**config.mk**
```make
export PLATFORM = sky130hd
export DESIGN_NAME = crc16_packet_deframer
export DESIGN_NICKNAME = d
export VERILOG_FILES = /design/src/rtl/crcdf_pkg.sv /design/src/rtl/crc16_packet_deframer.sv /design/src/rtl/crcdf_ram.sv /design/src/rtl/crcdf_dp.sv /design/src/rtl/crcdf_ctrl.sv
export SDC_FILE = /design/constraint.sdc
export NUM_CORES = 1
export LEC_CHECK = 0
export BUFFER_PORTS_ARGS = -buffer_cell sky130_fd_sc_hd__buf_2
export CORE_MARGIN = 2
export CORE_UTILIZATION = 62
export DETAILED_ROUTE_END_ITERATION = 10
export GPL_TIMING_DRIVEN = 0
export PLACE_DENSITY = 0.82
export SKIP_CTS_REPAIR_TIMING = 1
export SYNTH_ARGS = -nofsm -noshare
export SYNTH_HDL_FRONTEND = slang
export SYNTH_SLANG_ARGS = --single-unit
export TNS_END_PERCENT = 1
```
**constraint.sdc**
```tcl
create_clock -name clk -period 2.6 [get_ports clk]
set_input_delay 0.13 -clock clk [delete_from_list [all_inputs] [get_ports clk]]
set_output_delay 0.13 -clock clk [all_outputs]
set_load 0.1 [all_outputs]
```
**src/rtl/crcdf_pkg.sv**
```systemverilog
// ----------------------------------------------------------------------------
// crcdf_pkg
// Shared constants, types and the CRC-16/CCITT byte update for the deframer.
// ----------------------------------------------------------------------------
package crcdf_pkg;

  localparam int MAX_PAYLOAD = 64;
  localparam int ADDR_W      = $clog2(MAX_PAYLOAD);
  localparam int LEN_W       = 7;
  localparam int BYTE_W      = 8;
  localparam int CRC_W       = 16;
  localparam int CFG_IDX_W   = 1;
  localparam int CFG_DATA_W  = 8;

  localparam logic [LEN_W-1:0]  MAX_LEN       = LEN_W'(MAX_PAYLOAD);
  localparam logic [CRC_W-1:0]  CRC_POLY      = 16'h1021;
  localparam logic [CRC_W-1:0]  CRC_INIT      = 16'hFFFF;
  localparam logic [BYTE_W-1:0] SYNC_RESET    = 8'd170;
  localparam logic [LEN_W-1:0]  MAX_LEN_RESET = 7'd64;

  // Configuration register indexes
  localparam logic [CFG_IDX_W-1:0] REG_SYNC_VALUE = 1'b0;
  localparam logic [CFG_IDX_W-1:0] REG_MAX_LENGTH = 1'b1;

  // Commands from controller to datapath
  typedef struct packed {
    logic crc_init;
    logic crc_upd;
    logic cap_cmd;
    logic cap_seq;
    logic cap_len;
    logic fill_clr;
    logic fill_wr;
    logic rel_clr;
    logic rel_adv;
    logic out_load;
  } cmd_t;

  // Status from datapath to controller
  typedef struct packed {
    logic sync_hit;
    logic len_bad;
    logic new_len_zero;
    logic len_zero;
    logic fill_done;
    logic crc_lo_ok;
    logic crc_hi_ok;
    logic rel_last;
  } sts_t;

  // One byte of CRC-16/CCITT, MSB first
  function automatic logic [CRC_W-1:0] crc_step(input logic [CRC_W-1:0] crc,
                                                input logic [BYTE_W-1:0] b);
    logic [CRC_W-1:0] c;
    c = crc ^ {b, 8'h00};
    for (int k = 0; k < 8; k++) begin
      if (c[CRC_W-1]) begin
        c = {c[CRC_W-2:0], 1'b0} ^ CRC_POLY;
      end else begin
        c = {c[CRC_W-2:0], 1'b0};
      end
    end
    return c;
  endfunction

endpackage

```
**src/rtl/crc16_packet_deframer.sv**
```systemverilog
// Release: after a good frame's high CRC byte is accepted, the first result
//   beat follows S_READ and S_LOAD in S_SHOW (S_LOAD only for zero length).
// Throughput: one received byte per cycle while parsing. In release, each beat
//   runs S_READ (registered RAM read), S_LOAD, then S_SHOW until not stalled.
// Reset (rst, synchronous, active high): hunt for sync, config at 170 / 64.
// ----------------------------------------------------------------------------
// crc16_packet_deframer
// Byte-serial deframer: sync, command, sequence, LE length, payload and an LE
// CRC-16/CCITT; good frames are released from the payload buffer per byte.
// ----------------------------------------------------------------------------
module crc16_packet_deframer
  import crcdf_pkg::*;
(
  input  logic                  clk,
  input  logic                  rst,
  // configuration write port
  input  logic                  cfg_we,
  input  logic [CFG_IDX_W-1:0]  cfg_index,
  input  logic [CFG_DATA_W-1:0] cfg_data,
  // received byte channel
  input  logic                  in_valid,
  output logic                  in_stall,
  input  logic [BYTE_W-1:0]     rx_byte,
  // result channel
  output logic                  out_valid,
  input  logic                  out_stall,
  output logic [BYTE_W-1:0]     command,
  output logic [BYTE_W-1:0]     sequence_res,
  output logic [LEN_W-1:0]      payload_length,
  output logic [ADDR_W-1:0]     byte_index,
  output logic [BYTE_W-1:0]     data,
  output logic                  last
);

  // The controller walks the frame phases and, for a good frame, sequences
  // the release: read the buffer, load the result register, hold it until
  // the beat is taken. The input side stalls for the whole release.
  cmd_t cmd;
  sts_t sts;

  crcdf_ctrl u_ctrl (
    .clk       (clk),
    .rst       (rst),
    .in_valid  (in_valid),
    .in_stall  (in_stall),
    .out_valid (out_valid),
    .out_stall (out_stall),
    .sts       (sts),
    .cmd       (cmd)
  );

  // The datapath holds the config registers, header fields, running CRC,
  // the payload buffer and the outgoing data/last register. Header fields
  // are not touched during release, so they drive the result ports directly.
  crcdf_dp u_dp (
    .clk            (clk),
    .rst            (rst),
    .cfg_we         (cfg_we),
    .cfg_index      (cfg_index),
    .cfg_data       (cfg_data),
    .rx_byte        (rx_byte),
    .cmd            (cmd),
    .sts            (sts),
    .command        (command),
    .sequence_res   (sequence_res),
    .payload_length (payload_length),
    .byte_index     (byte_index),
    .data           (data),
    .last           (last)
  );

endmodule

```
**src/rtl/crcdf_ram.sv**
```systemverilog
// ----------------------------------------------------------------------------
// crcdf_ram
// Generic single-write, single-read RAM with registered read data.
// ----------------------------------------------------------------------------
module crcdf_ram #(
  parameter int WIDTH = 8,
  parameter int DEPTH = 64
) (
  input  logic                     clk,
  input  logic                     we,
  input  logic [$clog2(DEPTH)-1:0] waddr,
  input  logic [WIDTH-1:0]         wdata,
  input  logic [$clog2(DEPTH)-1:0] raddr,
  output logic [WIDTH-1:0]         rdata
);

  logic [WIDTH-1:0] mem [DEPTH];

  always_ff @(posedge clk) begin
    if (we) begin
      mem[waddr] <= wdata;
    end
    rdata <= mem[raddr];
  end

endmodule

```
**src/rtl/crcdf_dp.sv**
```systemverilog
// ----------------------------------------------------------------------------
// crcdf_dp
// Deframer datapath: config registers, header capture, CRC, payload buffer
// and the result register.
// ----------------------------------------------------------------------------
module crcdf_dp
  import crcdf_pkg::*;
(
  input  logic                  clk,
  input  logic                  rst,
  input  logic                  cfg_we,
  input  logic [CFG_IDX_W-1:0]  cfg_index,
  input  logic [CFG_DATA_W-1:0] cfg_data,
  input  logic [BYTE_W-1:0]     rx_byte,
  input  cmd_t                  cmd,
  output sts_t                  sts,
  output logic [BYTE_W-1:0]     command,
  output logic [BYTE_W-1:0]     sequence_res,
  output logic [LEN_W-1:0]      payload_length,
  output logic [ADDR_W-1:0]     byte_index,
  output logic [BYTE_W-1:0]     data,
  output logic                  last
);

  logic [BYTE_W-1:0] sync_value;
  logic [LEN_W-1:0]  max_length;
  logic [CRC_W-1:0]  crc;
  logic [BYTE_W-1:0] cur_command;
  logic [BYTE_W-1:0] cur_sequence;
  logic [BYTE_W-1:0] len_lo;
  logic [LEN_W-1:0]  fill_index;
  logic [ADDR_W-1:0] rel_idx;
  logic [BYTE_W-1:0] data_q;
  logic              last_q;
  logic [BYTE_W-1:0] ram_rdata;
  logic [LEN_W-1:0]  limit;
  logic [15:0]       new_len;
  logic [LEN_W-1:0]  cur_len;

  assign limit   = (max_length > MAX_LEN) ? MAX_LEN : max_length;
  assign new_len = {rx_byte, len_lo};
  // accepted frames never exceed the limit, so the low bits are the length
  assign cur_len = len_lo[LEN_W-1:0];

  always_comb begin
    sts.sync_hit     = (rx_byte == sync_value);
    sts.len_bad      = (new_len > {{(16-LEN_W){1'b0}}, limit});
    sts.new_len_zero = (new_len == 16'd0);
    sts.len_zero     = (cur_len == '0);
    sts.fill_done    = ((fill_index + LEN_W'(1)) >= cur_len);
    sts.crc_lo_ok    = (rx_byte == crc[7:0]);
    sts.crc_hi_ok    = (rx_byte == crc[15:8]);
    sts.rel_last     = (cur_len == '0) || (({1'b0, rel_idx} + LEN_W'(1)) == cur_len);
  end

  always_ff @(posedge clk) begin
    if (rst) begin
      sync_value <= SYNC_RESET;
      max_length <= MAX_LEN_RESET;
      crc        <= CRC_INIT;
      fill_index <= '0;
      rel_idx    <= '0;
    end else begin
      if (cfg_we) begin
        unique case (cfg_index)
          REG_SYNC_VALUE: sync_value <= cfg_data;
          REG_MAX_LENGTH: max_length <= cfg_data[LEN_W-1:0];
          default: ;
        endcase
      end
      if (cmd.crc_init) begin
        crc <= CRC_INIT;
      end else if (cmd.crc_upd) begin
        crc <= crc_step(crc, rx_byte);
      end
      if (cmd.fill_clr) begin
        fill_index <= '0;
      end else if (cmd.fill_wr) begin
        fill_index <= fill_index + LEN_W'(1);
      end
      if (cmd.rel_clr) begin
        rel_idx <= '0;
      end else if (cmd.rel_adv) begin
        rel_idx <= rel_idx + ADDR_W'(1);
      end
    end
  end

  // Payload registers: no reset
  always_ff @(posedge clk) begin
    if (cmd.cap_cmd) begin
      cur_command <= rx_byte;
    end
    if (cmd.cap_seq) begin
      cur_sequence <= rx_byte;
    end
    if (cmd.cap_len) begin
      len_lo <= rx_byte;
    end
    if (cmd.out_load) begin
      data_q <= sts.len_zero ? '0 : ram_rdata;
      last_q <= sts.rel_last;
    end
  end

  crcdf_ram #(
    .WIDTH (BYTE_W),
    .DEPTH (MAX_PAYLOAD)
  ) u_buf (
    .clk   (clk),
    .we    (cmd.fill_wr),
    .waddr (fill_index[ADDR_W-1:0]),
    .wdata (rx_byte),
    .raddr (rel_idx),
    .rdata (ram_rdata)
  );

  assign command        = cur_command;
  assign sequence_res   = cur_sequence;
  assign payload_length = cur_len;
  assign byte_index     = rel_idx;
  assign data           = data_q;
  assign last           = last_q;

endmodule

```
**src/rtl/crcdf_ctrl.sv**
```systemverilog
// ----------------------------------------------------------------------------
// crcdf_ctrl
// Deframer controller: frame phase tracking and result release sequencing.
// ----------------------------------------------------------------------------
module crcdf_ctrl
  import crcdf_pkg::*;
(
  input  logic clk,
  input  logic rst,
  input  logic in_valid,
  output logic in_stall,
  output logic out_valid,
  input  logic out_stall,
  input  sts_t sts,
  output cmd_t cmd
);

  typedef enum logic [3:0] {
    S_SYNC, S_CMD, S_SEQ, S_LEN_LO, S_LEN_HI, S_DATA, S_CRC_LO, S_CRC_HI,
    S_READ, S_LOAD, S_SHOW
  } state_t;

  state_t state;
  logic   parsing;
  logic   take;
  logic   give;

  assign parsing   = (state != S_READ) && (state != S_LOAD) && (state != S_SHOW);
  assign in_stall  = !parsing;
  assign take      = in_valid && parsing;
  assign out_valid = (state == S_SHOW);
  assign give      = out_valid && !out_stall;

  always_comb begin
    cmd          = '0;
    cmd.crc_init = take && (state == S_SYNC) && sts.sync_hit;
    cmd.crc_upd  = take && ((state == S_CMD) || (state == S_SEQ) || (state == S_LEN_LO) ||
                            (state == S_LEN_HI) || (state == S_DATA));
    cmd.cap_cmd  = take && (state == S_CMD);
    cmd.cap_seq  = take && (state == S_SEQ);
    cmd.cap_len  = take && (state == S_LEN_LO);
    cmd.fill_clr = take && (state == S_LEN_HI);
    cmd.fill_wr  = take && (state == S_DATA);
    cmd.rel_clr  = take && (state == S_CRC_HI);
    cmd.rel_adv  = give && !sts.rel_last;
    cmd.out_load = (state == S_LOAD);
  end

  always_ff @(posedge clk) begin
    if (rst) begin
      state <= S_SYNC;
    end else begin
      unique case (state)
        S_SYNC:   if (take && sts.sync_hit) state <= S_CMD;
        S_CMD:    if (take) state <= S_SEQ;
        S_SEQ:    if (take) state <= S_LEN_LO;
        S_LEN_LO: if (take) state <= S_LEN_HI;
        S_LEN_HI: begin
          if (take) begin
            if (sts.len_bad) begin
              state <= S_SYNC;
            end else if (sts.new_len_zero) begin
              state <= S_CRC_LO;
            end else begin
              state <= S_DATA;
            end
          end
        end
        S_DATA:   if (take && sts.fill_done) state <= S_CRC_LO;
        S_CRC_LO: if (take) state <= sts.crc_lo_ok ? S_CRC_HI : S_SYNC;
        S_CRC_HI: begin
          if (take) begin
            if (!sts.crc_hi_ok) begin
              state <= S_SYNC;
            end else if (sts.len_zero) begin
              state <= S_LOAD;
            end else begin
              state <= S_READ;
            end
          end
        end
        S_READ:   state <= S_LOAD;
        S_LOAD:   state <= S_SHOW;
        S_SHOW:   if (give) state <= sts.rel_last ? S_SYNC : S_READ;
        default:  state <= S_SYNC;
      endcase
    end
  end

endmodule

```
======== Word level (Yosys, flattened, before mapping) ========
Memories as Yosys holds them, arrays and structs flattened. A register that Yosys moved wholly into a read port is not among the register bits.
Index checks and enable logic that the tools add are counted.
cells by class
  add/sub/neg operators ................... 3
  $mul .................................... 0
  div/mod/pow operators ................... 0
  $lt $le $gt $ge ......................... 3
  equality and inequality tests ........... 26
  shifts and indexed selects .............. 0
  mux-type cells .......................... 48
  bitwise gates (word level) .............. 10
  reductions and logical operators ........ 33
operator list
  operator                                               number
  two-way mux 16 bit                                     21
  two-way mux 13 bit                                     8
  two-way mux 4 bit                                      12
  one-hot mux 4 bit (11 select lines)                    1
  == test 8 bit                                          3
  inverter 3 bit                                         8
  == test 4 x 3 -> 1 bit, second input constant          4
  > comparator 16 x 7 -> 1 bit                           1
  logical AND 1 bit                                      16
  logical NOT 16 bit                                     1
  XOR 16 bit                                             1
  == test 4 bit, second input constant                   3
  inequality test 2 x 1 -> 1 bit, second input constant  6
  inequality test 4 bit, second input constant           3
  AND reduction 9 bit                                    1
  == test 4 x 2 -> 1 bit, second input constant          2
  adder 6 x 1 -> 7 bit, second input constant            1
  adder 7 x 1 -> 7 bit, second input constant            1
  == test 7 bit                                          1
  >= comparator 7 bit                                    1
  > comparator 7 bit, second input constant              1
  logical NOT 7 bit                                      1
  two-way mux 7 bit                                      1
  adder 6 x 1 -> 6 bit, second input constant            1
  11 further kinds                                       24
word-level totals
  register bits after elaboration ......... 81
  bits in latches ......................... 0
  memory bits (writable) .................. 512
  memory bits (read-only) ................. 0
  bits of input ports ..................... 22
  logic and storage cells ................. 135
  memories ................................ 1
memory list
  memory          depth  bits a word  rd ports  clocked after Yosys merged registers in  wr ports  line             RTL
  u_dp.u_buf.mem  64     8            1         1                                        1         crcdf_ram.sv:17  logic [WIDTH-1:0] mem [DEPTH];

======== Logic depth before layout (Yosys ltp) ========
  depth in word-level cells ............... 41
  mapped depth ............................ 11
  mapped depth without buffers ............ 11

======== Modules after synthesis ========
Synthesis repeated with hierarchy kept, for this count alone.
unflattened totals
  cell total of the unflattened synthesis .. 1373
  area total of the unflattened synthesis .. 24414.7 um^2
by module, submodules not included
  module      instances  cells each  area an instance (um^2)
  crcdf_ram   1          940         20166.8
  crcdf_dp    1          367         3772.4
  crcdf_ctrl  1          66          475.5

======== Least setup slack after synthesis ========
OpenSTA, ideal clock, no wires.
  path kind ............................... register to register
  start point ............................. register u_dp.rel_idx[1] (netlist: u_dp.byte_index[1])
  end point ............................... register u_dp.rel_idx[4] (netlist: u_dp.byte_index[4])
  data arrival time ....................... 2.766 ns
  data required time ...................... 2.530 ns
  slack ................................... -0.236 ns
  cell stages (with the launch flop) ...... 9
  path buffers ............................ 1
  period minus slack after synthesis ...... 2.836 ns
  cells stage by stage .................... dfxtp_1 > ha_1 > nand3_1 > mux2i_1 > a211oi_1 > nor4_1 > clkbuf_1 > or4_1 > a21oi_1
between the ends
  longest elaborated chain between the ends .. 5
  elaborated cells between the ends (all ways) .. 6
RTL lines
  element                   line              RTL
  start: declaration        crcdf_dp.sv:32    logic [ADDR_W-1:0] rel_idx;
  start signal: assignment  crcdf_dp.sv:84    rel_idx <= rel_idx + ADDR_W'(1);
  adder 6 x 1 -> 7 bit      crcdf_dp.sv:53    sts.rel_last = (cur_len == '0) || (({1'b0, rel_idx} + LEN_W'(1)) == cur_len);
  == test 7 bit             crcdf_dp.sv:53
  logical OR 1 bit          crcdf_dp.sv:53
  logical NOT 1 bit         crcdf_ctrl.sv:45  cmd.rel_adv = give && !sts.rel_last;
  logical AND 1 bit         crcdf_ctrl.sv:45
Several ways; a longest one is shown, not always the timed one.
A chain may end at the register's enable or synchronous reset.

======== Worst setup path after layout ========
  start point ............................. register u_dp.fill_index[2]
  end point ............................... register u_ctrl.state[3]
between the ends
  longest elaborated chain between the ends .. 5
RTL lines
  element                          line              RTL
  start: declaration               crcdf_dp.sv:31    logic [LEN_W-1:0] fill_index;
  start signal: assignment         crcdf_dp.sv:79    fill_index <= fill_index + LEN_W'(1);
  adder 7 x 1 -> 7 bit             crcdf_dp.sv:50    sts.fill_done = ((fill_index + LEN_W'(1)) >= cur_len);
  >= comparator 7 bit              crcdf_dp.sv:50
  logical AND 1 bit                crcdf_ctrl.sv:69  S_DATA: if (take && sts.fill_done) state <= S_CRC_LO;
  inequality test 2 bit (no line)  --
  AND reduction 9 bit (no line)    --
  end signal: assignment           crcdf_ctrl.sv:70  S_CRC_LO: if (take) state <= sts.crc_lo_ok ? S_CRC_HI : S_SYNC;
  end signal: assignment           crcdf_ctrl.sv:84  S_SHOW: if (give) state <= sts.rel_last ? S_SYNC : S_READ;
  end: declaration                 crcdf_ctrl.sv:23  state_t state;
Every way passes these cells.

==> flow_metrics.py <==
metrics = {
    "outcome": {
        "outcome": "complete, but fails checks",
        "violations": "negative hold slack, negative setup slack",
    },
    "drt": {
        "vias_per_cell": 6.608,
        "first_pass_iters": 5,
        "detail_route.wl_per_cell_um": 28.77,
        "ant_nets": 0,
        "wl_mm": 58.01,
        "drt_iter0_drc": 1702,
        "vias": 13320,
        "drc": 0,
    },
    "global_route": {
        "grt_use_total_pct": 28.60,
        "overflow": 0,
        "grt_max_degree": 72,
        "grt_antenna_before_repair": 0,
        "grt_pass1_wl_mm": 84.46,
        "grt_pass1_vias": 13320,
    },
    "logic_synthesis": {
        "async_flop_share_pct": 0,
        "yosys_warnings": 0,
        "ys_seq_area_share_pct": 72.21,
        "synth_enable_flop_cells": 545,
        "yosysUniqueCellTypes": 47,
        "synth_cells": 1318,
        "synth_area_per_cell_um2": 18.37,
        "synth_ff_type": "edfxtp_1",
        "synth_seq_cells": 601,
        "syn_nets": 1356,
        "synth_area_mm2": 0.02422,
    },
    "flow_run": {
        "drv_cap": 0,
    },
    "critical_path": {
        "start_kind": "register",
        "worstPathCellList": "clkbuf_1 -> nand3_1 -> xnor2_1 -> ha_1 -> o21ai_0 -> nand2b_1 -> a41oi_1 -> nor4_2 -> nand2_1 -> o31ai_1",
        "cpPeakStageDelay_ps": 510,
        "cp_num_buf_inv": 1,
        "critical_path_class": "reg2reg",
        "cp_max_fo": 10,
        "r2r_cells": 10,
        "critical_path_required_ps": 3130,
        "end_kind": "register",
        "cp.depth": 10,
        "cp_top_family": "simple AND/OR/NAND/NOR gates",
        "crit_slowest_cell": "clkbuf_1",
        "crit_arrival_ps": 3290,
    },
    "sta": {
        "skew_ps": 24.07,
        "final.min_clock_period_ps": 2756,
        "timing.fmax_mhz": 362.8,
        "setup_ws_ps": -156.0,
        "tightestPinTransition_ps": 1348,
        "finalHoldViolCount": 1,
        "setup_viol": 180,
        "holdWs_ps": -29.97,
        "rsz0062_at_grt": "true",
        "maxSlewHeadroom_pct": 10.15,
        "finalCritPeriodShare_pct": 106.0,
        "tns_ps": -19920,
        "drv_slew": 0,
    },
    "final_layout": {
        "antennaDiodeCount": 0,
        "fillers": 2203,
        "areaGrowthSynthToFinish_pct": 14.75,
        "utilization_pct": 72.07,
        "layout_common_cells": "545 x edfxtp_1, 152 x mux4_2, 60 x buf_2",
        "layout_commonest_cell": "edfxtp_1",
        "num-nets-final": 1491,
        "drive_gt1_share_pct": 29.57,
    },
    "power_and_ir_drop": {
        "max-vdd-ir-drop_mv": 0.4603,
        "total_power_mw": 18.94,
        "power_density_mw_per_mm2": 681.4,
        "power_leakage_nw": 8.727,
    },
    "floorplan": {
        "rows": 72,
        "start_util_pct": 62.81,
        "ios": 62,
        "fp.dieW_um": 201.6,
        "coreArea_mm2": 0.03856,
        "die_area_mm2": 0.04066,
        "dieHeight_um": 201.6,
    },
    "hold_path": {
        "min_delay_path_depth": 4,
        "hold_path.class": "in2reg",
    },
    "cts": {
        "path_clk_slew_ps": 70,
        "clk_latency_ps": 630,
        "cts_tree": "done",
        "cts_max_level": 2,
        "numCtsBuffers": 56,
        "clock_sinks": 601,
        "clockBufferDepth": 3,
        "root_buffer": "clkbuf_16",
    },
    "place": {
        "hpwl_mm": 33.35,
        "globalplace.congestion": 0.8953,
        "io_buffers": 58,
    },
}
-- cell usage after synthesis, types with 8 or more instances --
library cell	n	area, um2
clkbuf_1	34	127.6
dfxtp_1	56	1121
o221ai_1	8	70.07
nor4_1	10	62.56
o211ai_1	16	120.1
edfxtp_1	545	16370
a22oi_1	9	67.56
buf_4	12	90.09
o21ai_0	8	40.04
xor2_1	28	245.2
xnor2_1	28	245.2
mux4_2	152	3423
and2_1	9	56.30
nor2_1	100	375.4
ha_1	16	200.2
a21oi_1	34	170.2
nand3_1	36	180.2
buf_1	15	56.30
mux2i_1	11	110.1
nor2b_1	17	106.4
inv_1	17	63.81
nand2_1	58	217.7
buf_2	15	75.07
-- per-layer routing --
layer | up-vias | track usage, % | share of wire (%)
met4 | 0 | 9.480 | 3.4
met2 | 776 | 46.71 | 50
met5 | - | 0 | 0
met3 | 145 | 6.284 | 9.2
li1 | 5542 | - | -
met1 | 6858 | 38.98 | 37
-- worst min-delay path: cells and delay by family --
family                 cells  cell delay, ps
and+or+nand+nor            1             180
AOI/OAI and AO/OA          2             120
buffers and inverters      1             120
-- stage by stage --
step	std cells	setup slack (ps)	cell area [um2]
floorplan	1318	14.68	24220
global placement	1894	-783.7	25160
detailed placement	1894	-873.5	25160
CTS	1997	-934.9	26960
global route	2016	-341.6	27790
finish	2016	-156.0	27790
-- state kept, by name, indices dropped and copies added (netlist names) --
name,cells
u_ctrl.state,4
u_dp.byte_index,6
u_dp.command,8
u_dp.crc,16
u_dp.data,8
u_dp.fill_index,7
u_dp.last,1
u_dp.len_lo,8
u_dp.max_length,7
u_dp.sequence_res,8
u_dp.sync_value,8
u_dp.u_buf.mem,512
u_dp.u_buf.rdata,8
-- cell families (layout without fill, tap and decap cells) --
| family | Yosys count | after routing | synth area share (%) |
|---|---|---|---|
| buf+inv | 99 | 279 | 1.984 |
| mux | 164 | 164 | 14.64 |
| xor+xnor | 56 | 56 | 2.025 |
| flops | 601 | 601 | 72.21 |
| fa+ha+maj | 16 | 16 | 0.8267 |
| simple gates | 283 | 283 | 5.595 |
| compound gates | 99 | 99 | 2.723 |
-- power by group --
| group | switching (mW) | total [mW] | internal, mW |
|---|---|---|---|
| logic | 0.242 | 0.319 | 0.0767 |
| registers | 0.00937 | 10.5 | 10.5 |
| clock network | 3.50 | 8.08 | 4.57 |
-- final cells by class --
| class | count | area, um2 | share of cell area [%] |
|---|---|---|---|
| clock buffers | 63 | 1438 | 5.173 |
| flip-flops and latches | 601 | 17490 | 62.95 |
| plain buffers | 82 | 465.4 | 1.675 |
| repair buffers | 77 | 510.5 | 1.837 |
| clock inverters | 40 | 366.6 | 1.319 |
| inverters | 17 | 63.81 | 0.2296 |
| multi-input cells | 618 | 6804 | 24.48 |
| well taps | 518 | 648.1 | 2.332 |
-- final timing paths --
check / from / endpoint / slack (ps)
setup / recovery: u_dp.fill_index[2]$_SDFFE_PP0P_ / u_ctrl.state[3]$_SDFFE_PP0P_ / -160
setup reg to reg: u_dp.fill_index[2]$_SDFFE_PP0P_ / u_ctrl.state[3]$_SDFFE_PP0P_ / -160
hold / removal: out_stall / u_ctrl.state[3]$_SDFFE_PP0P_ / -30
hold reg to reg: u_dp.max_length[1]$_SDFFE_PP0P_ / u_dp.max_length[1]$_SDFFE_PP0P_ / 470
Power figures use the tool's default switching activity.
